### src/hw/rtl/utt_pkg.sv
// shared types and constants for the utf-8 to utf-16 transcoder
package utt_pkg;

  localparam int unsigned UttMaxUnits = 3;

  // lead byte boundaries
  localparam logic [7:0] LeadCont  = 8'h80;
  localparam logic [7:0] LeadTwo   = 8'hC0;
  localparam logic [7:0] LeadThree = 8'hE0;
  localparam logic [7:0] LeadFour  = 8'hF0;
  localparam logic [7:0] LeadBad   = 8'hF8;

  // trailer counts of an open sequence
  localparam logic [1:0] SeqNone  = 2'd0;
  localparam logic [1:0] SeqTwo   = 2'd1;
  localparam logic [1:0] SeqThree = 2'd2;
  localparam logic [1:0] SeqFour  = 2'd3;

  localparam logic [19:0] SuppOffset = 20'h10000;
  localparam logic [4:0]  SurrTop    = 5'b11011;
  localparam logic [5:0]  SurrHigh   = 6'b110110;
  localparam logic [5:0]  SurrLow    = 6'b110111;

  typedef struct packed {
    logic [1:0]  trl;
    logic [1:0]  seq;
    logic [20:0] acc;
  } utt_state_t;

  typedef struct packed {
    logic [1:0]       cnt;
    logic [2:0][15:0] unit;
    logic [2:0]       term;
  } utt_bundle_t;

endpackage

### src/hw/rtl/utf8_to_utf16_transcoder.sv
// top level of the streaming utf-8 to utf-16 transcoder
//
// input channel: in_valid / in_stall carry one utf-8 byte per beat, with
// in_last_byte set on the byte that ends a string
// output channel: out_valid / out_stall carry one utf-16 code unit per beat;
// out_run_last marks the last unit caused by an input byte and
// out_string_end marks the zero terminator appended after every string
// a byte is decoded as it is accepted and its units (zero to three) land in
// a result register, so the first unit appears in the cycle after acceptance
// throughput: one byte per cycle while each byte yields at most one unit
// and the receiver does not stall; a byte yielding more holds the input
// until the single output beat per cycle drains it to its last unit
// the input is taken while the result register holds at most one unit that
// leaves in the same cycle, so a lone waiting unit does not block a byte
// when the receiver stalls, the current unit holds and the input stalls
// once the result register cannot be freed
// reset clears the decode state (no sequence open) and empties the result
// register
module utf8_to_utf16_transcoder
  import utt_pkg::*;
(
  input  logic        clk,
  input  logic        rst_n,
  input  logic        in_valid,
  output logic        in_stall,
  input  logic [7:0]  in_utf8_byte,
  input  logic        in_last_byte,
  output logic        out_valid,
  input  logic        out_stall,
  output logic [15:0] out_utf16_unit,
  output logic        out_run_last,
  output logic        out_string_end
);

  utt_state_t       st_r, st_nxt;
  utt_bundle_t      dec_bnd;
  logic [1:0]       rem_r, rem_nxt;
  logic [2:0][15:0] unit_r, unit_nxt;
  logic [2:0]       term_r, term_nxt;
  logic             load;
  logic             pop;

  utt_decode u_dec (
    .utf8_byte (in_utf8_byte),
    .last_byte (in_last_byte),
    .st        (st_r),
    .st_nxt    (st_nxt),
    .bnd       (dec_bnd)
  );

  // result register frees when empty or when its final unit leaves now
  assign in_stall = !((rem_r == 2'd0) || ((rem_r == 2'd1) && !out_stall));
  assign load     = in_valid && !in_stall;
  assign pop      = out_valid && !out_stall;

  assign out_valid      = (rem_r != 2'd0);
  assign out_utf16_unit = unit_r[0];
  assign out_run_last   = (rem_r == 2'd1);
  assign out_string_end = term_r[0];

  always_comb begin
    rem_nxt  = rem_r;
    unit_nxt = unit_r;
    term_nxt = term_r;
    if (load) begin
      rem_nxt  = dec_bnd.cnt;
      unit_nxt = dec_bnd.unit;
      term_nxt = dec_bnd.term;
    end else if (pop) begin
      // shift the next unit to the head
      rem_nxt  = rem_r - 2'd1;
      unit_nxt = {16'd0, unit_r[2], unit_r[1]};
      term_nxt = {1'b0, term_r[2], term_r[1]};
    end
  end

  always_ff @(posedge clk) begin
    if (!rst_n) begin
      st_r  <= '0;
      rem_r <= 2'd0;
    end else begin
      if (load) begin
        st_r <= st_nxt;
      end
      rem_r <= rem_nxt;
    end
  end

  // payload needs no reset
  always_ff @(posedge clk) begin
    unit_r <= unit_nxt;
    term_r <= term_nxt;
  end

endmodule

### src/hw/rtl/utt_decode.sv
// byte decoder: next decode state and the units one byte produces
module utt_decode
  import utt_pkg::*;
(
  input  logic        [7:0] utf8_byte,
  input  logic              last_byte,
  input  utt_state_t        st,
  output utt_state_t        st_nxt,
  output utt_bundle_t       bnd
);

  always_comb begin
    logic [20:0] acc_sh;
    logic [19:0] off;
    logic [15:0] u0;
    logic [15:0] u1;
    logic [1:0]  ndata;

    acc_sh = {st.acc[14:0], utf8_byte[5:0]};
    off    = acc_sh[19:0] - SuppOffset;
    u0     = '0;
    u1     = '0;
    ndata  = 2'd0;
    st_nxt = st;

    if (st.trl != 2'd0) begin
      if (st.trl == 2'd1) begin
        // sequence completes
        unique case (st.seq)
          SeqTwo: begin
            u0    = {5'd0, acc_sh[10:0]};
            ndata = 2'd1;
          end
          SeqThree: begin
            u0    = acc_sh[15:0];
            ndata = (acc_sh[15:11] == SurrTop) ? 2'd0 : 2'd1;
          end
          default: begin
            u0    = {SurrHigh, off[19:10]};
            u1    = {SurrLow, off[9:0]};
            ndata = 2'd2;
          end
        endcase
        st_nxt.trl = 2'd0;
        st_nxt.seq = SeqNone;
        st_nxt.acc = '0;
      end else begin
        st_nxt.trl = st.trl - 2'd1;
        st_nxt.acc = acc_sh;
      end
    end else if (utf8_byte < LeadCont) begin
      u0    = {8'd0, utf8_byte};
      ndata = 2'd1;
    end else if (utf8_byte < LeadTwo) begin
      // stray continuation, dropped
    end else if (utf8_byte < LeadThree) begin
      st_nxt.acc = {16'd0, utf8_byte[4:0]};
      st_nxt.trl = 2'd1;
      st_nxt.seq = SeqTwo;
    end else if (utf8_byte < LeadFour) begin
      st_nxt.acc = {17'd0, utf8_byte[3:0]};
      st_nxt.trl = 2'd2;
      st_nxt.seq = SeqThree;
    end else if (utf8_byte < LeadBad) begin
      st_nxt.acc = {18'd0, utf8_byte[2:0]};
      st_nxt.trl = 2'd3;
      st_nxt.seq = SeqFour;
    end else begin
      // invalid lead, dropped
    end

    bnd.unit[0] = u0;
    bnd.unit[1] = u1;
    bnd.unit[2] = '0;
    bnd.term    = '0;
    bnd.cnt     = ndata;
    if (last_byte) begin
      st_nxt.trl       = 2'd0;
      st_nxt.seq       = SeqNone;
      st_nxt.acc       = '0;
      bnd.unit[ndata]  = '0;
      bnd.term[ndata]  = 1'b1;
      bnd.cnt          = ndata + 2'd1;
    end
  end

endmodule

### config.mk
export PLATFORM = sky130hd
export DESIGN_NAME = utf8_to_utf16_transcoder
export DESIGN_NICKNAME = d
export VERILOG_FILES = /design/src/hw/rtl/utt_pkg.sv /design/src/hw/rtl/utf8_to_utf16_transcoder.sv /design/src/hw/rtl/utt_decode.sv
export SDC_FILE = /design/constraint.sdc
export NUM_CORES = 1
export LEC_CHECK = 0
export BUFFER_PORTS_ARGS = -buffer_cell sky130_fd_sc_hd__buf_2
export CORE_ASPECT_RATIO = 0.9
export CORE_UTILIZATION = 36
export DETAILED_ROUTE_END_ITERATION = 7
export GPL_TIMING_DRIVEN = 0
export PLACE_DENSITY = 0.55
export SYNTH_ARGS = -nofsm -noshare
export SYNTH_HDL_FRONTEND = slang
export SYNTH_SLANG_ARGS = --single-unit
### constraint.sdc
create_clock -name clk -period 3.14 [get_ports clk]
set_input_delay 0.314 -clock clk [delete_from_list [all_inputs] [get_ports clk]]
set_output_delay 0.314 -clock clk [all_outputs]
set_load 0.005 [all_outputs]
==> out/metrics.yaml <==
finish:
  num-nets-final: 319
  final_util_pct: 43.0
  num_antenna_cells: 0
  syn_to_final_growth_pct: 13.9
  drive_gt1_share_pct: 25.1
  instances_no_fill: 392
  postLayoutCellArea_sq_um: 3090
  nFillCells: 733
worst_setup_path:
  critPathArrivalTime_ns: 2.84
  worstPathRequired_ns: 3.20
  critical_path.max_stage_delay_ns: 0.38
  slowest_stage: "ha_1"
  worstPathCellList: "inv_1 > ha_1 > o21ba_1 > buf_4 > o211ai_1 > nand2_1 > inv_1 > ha_1 > nand2_1 > o2111ai_1 > nor2_1 > a221o_1"
  cp_max_fo: 10
  endpoint_kind: "flop"
  path_delay_family: "compound AO/OA/AOI/OAI gates"
  critPathBufInv: 3
  crit_type: "flop to flop"
  cp-start-kind: "flop"
pwr:
  leakage_nw: 1.30
  p_clk_share_pct: 22.9
  combPwrFrac_pct: 30.2
  total_power_mw: 2.00
  switching_power_mw: 0.576
  swShare_pct: 28.8
  sequentialPowerShare_pct: 46.9
  p_int_mw: 1.42
  ir_worst_vdd_mv: 0.286
  p_per_area_nw_per_um2: 647
synthesis:
  synth_ff_type: "edfxtp_1"
  synth_cell_types: 50
  synth-xor-area-share_pct: 0.969
  synth_edf_count: 30
  ys_ff_latch: 50
  synthCells: 261
  syn_nets: 282
  synth_top_family_by_area: "simple AND/OR/NAND/NOR gates"
  synthAdderAreaFrac_pct: 3.69
  syn_area_per_cell_sq_um: 10.4
  synth-compound-area-share_pct: 14.8
  synth_mux_area_share_pct: 5.91
  synth_simple_gate_area_share_pct: 17.1
  syn-cell-area_sq_um: 2710
  ys_seq_area_share_pct: 48.0
  synth_warnings: 0
  async_flop_share_pct: 0
place:
  dp.cells: 384
  dpl_cell_area_sq_um: 2980
  gp_congestion: 0.779
  pre_cts_slack_ns: 0.359
  port-buffer-count: 30
  dp_hpwl_um: 4530
sta:
  holdWs_ns: 0.295
  max_slew_margin_pct: 23.3
  finalHoldViolCount: 0
  worstMarginPinSlew_ns: 1.15
  rsz0062_at_grt: "false"
  finalCritPeriodShare_pct: 88.6
  drv_slew: 0
  setup-tns-final_ns: 0
  setup_viol: 0
  skew_ns: 0.00938
  worst_slack_ns: 0.357
  fmax_ghz: 0.359
  final.min_clock_period_ns: 2.78
detailed_routing:
  drtIter0Drc: 93
  ant_nets: 0
  wl_um: 5890
  drt_pass1_iterations: 4
  drc: 0
  viasPerCell: 5.03
  post_drt_wl_per_cell_um: 15.0
  dr_total_vias: 1970
die:
  start_util_pct: 37.7
  coreArea_sq_um: 7180
  die_area_sq_um: 7880
  die_y_um: 84.3
  num_rows: 29
  die_w_um: 93.5
  ios: 33
clock_tree:
  numCtsBuffers: 5
  insertion_delay_ns: 0.30
  htreeDepth: 2
  cts_hold_buffers: 0
  cts_tree: "built"
  clkTransAtPathRegs_ns: 0.10
  cts.path.max_buffers: 2
  cts_resized: 0
  post_cts_buffers: 0
  clockRootBuffer: "clkbuf_8"
  cts.sinks: 50
status:
  status: "complete, no violations"
global_route:
  grt_pass1_wl_um: 9620
  overflow: 0
  antenna_found_initial: 0
  grt_pass1_vias: 1812
  grt_max_degree: 31
  grt.total_usage_pct: 15.9
flow_run:
  cap_violations: 0
worst_hold_path:
  hold_class: "input pin to flop"
[power by group through the flow]
stage          clock [mW]  sequential (mW)  combinational (mW)
2_1_floorplan           0            0.941               0.427
3_3_place_gp            0            0.949               0.607
3_5_place_dp            0            0.956               0.616
4_1_cts             0.468            0.940               0.617
5_1_grt             0.499            0.954               0.677
6_report            0.459            0.937               0.604
[metal layers]
metal / vias to the layer above / routed length (um) / GRT usage, % / share of wire (%)
li1: 994 / - / - / -
met1: 929 / 3050 / 23.8 / 52
met2: 45 / 2530 / 24.1 / 43
met3: 2 / 294 / 2.99 / 5.0
met4: 0 / 16 / 2.38 / 0.27
met5: - / 0 / 0 / 0
[kinds of logic after synthesis]
logic type,Yosys count
compound gates,52
xor+xnor,3
fa+ha+maj,8
buf+inv,41
flops,50
mux,16
simple gates,91
[worst paths after layout]
path	startpoint	to	slack, ns	cells past startpoint
setup / recovery	st_r[21]	out_utf16_unit[3]	0.36	12
hold / removal	in_last_byte	st_r[23]	0.30	2
setup reg to reg	st_r[21]	out_utf16_unit[3]	0.36	12
hold reg to reg	st_r[13]	st_r[13]	0.48	2
[cell usage after synthesis, types with 2 or more instances]
| cell | number | area share, % |
|---|---|---|
| a21o_1 | 3 | 0.83 |
| a21oi_1 | 2 | 0.37 |
| a221o_1 | 7 | 2.6 |
| a22oi_1 | 2 | 0.55 |
| a31o_1 | 3 | 0.97 |
| a32oi_1 | 6 | 1.9 |
| and2_1 | 11 | 2.5 |
| and3_1 | 2 | 0.46 |
| buf_2 | 4 | 0.74 |
| buf_4 | 18 | 5.0 |
| buf_6 | 4 | 1.7 |
| clkbuf_1 | 2 | 0.28 |
| dfxtp_1 | 20 | 15 |
| edfxtp_1 | 30 | 33 |
| ha_1 | 8 | 3.7 |
| inv_1 | 12 | 1.7 |
| mux2i_1 | 16 | 5.9 |
| nand2_1 | 40 | 5.5 |
| nand3_1 | 5 | 0.92 |
| nor2_1 | 12 | 1.7 |
| nor2_2 | 3 | 0.69 |
| nor2b_1 | 4 | 0.92 |
| nor3_1 | 3 | 0.55 |
| o2111ai_1 | 2 | 0.65 |
| o211a_1 | 2 | 0.74 |
| o211ai_1 | 3 | 0.83 |
| o21ai_0 | 3 | 0.55 |
| o21ai_1 | 11 | 2.0 |
| xor2_1 | 2 | 0.65 |
[cells in the final DEF (no fill, tap or decap), types with 3 or more instances in the layout]
master,Yosys,final
buf_6,4,4
nand2_1,40,40
dfxtp_1,20,20
a32oi_1,6,6
edfxtp_1,30,30
o21ai_0,3,3
nor2b_1,4,4
a21o_1,3,3
a221o_1,7,7
a31o_1,3,3
clkbuf_8,0,5
buf_2,4,34
mux2i_1,16,16
inv_1,12,12
nor3_1,3,3
o211ai_1,3,3
nor2_1,12,12
buf_4,18,18
nor2_2,3,3
ha_1,8,8
and2_1,11,11
nand3_1,5,5
o21ai_1,11,11
[flip-flops by register name (all words and copies together), names as in the netlist]
signal	flops
st_r	18
out_utf16_unit	16
unit_r	11
term_r	3
rem_r	2
[cell type report]
class | count | area, sq um | share of cell area, %
repair buffers | 30 | 150 | 4.86
plain buffers | 28 | 208 | 6.72
clock inverters | 3 | 42.5 | 1.38
inverters | 13 | 51.3 | 1.66
well taps | 93 | 116 | 3.77
clock buffers | 5 | 68.8 | 2.23
multi-input cells | 170 | 1150 | 37.3
flip-flops and latches | 50 | 1300 | 42.1
(Power assumes the default switching activity.)
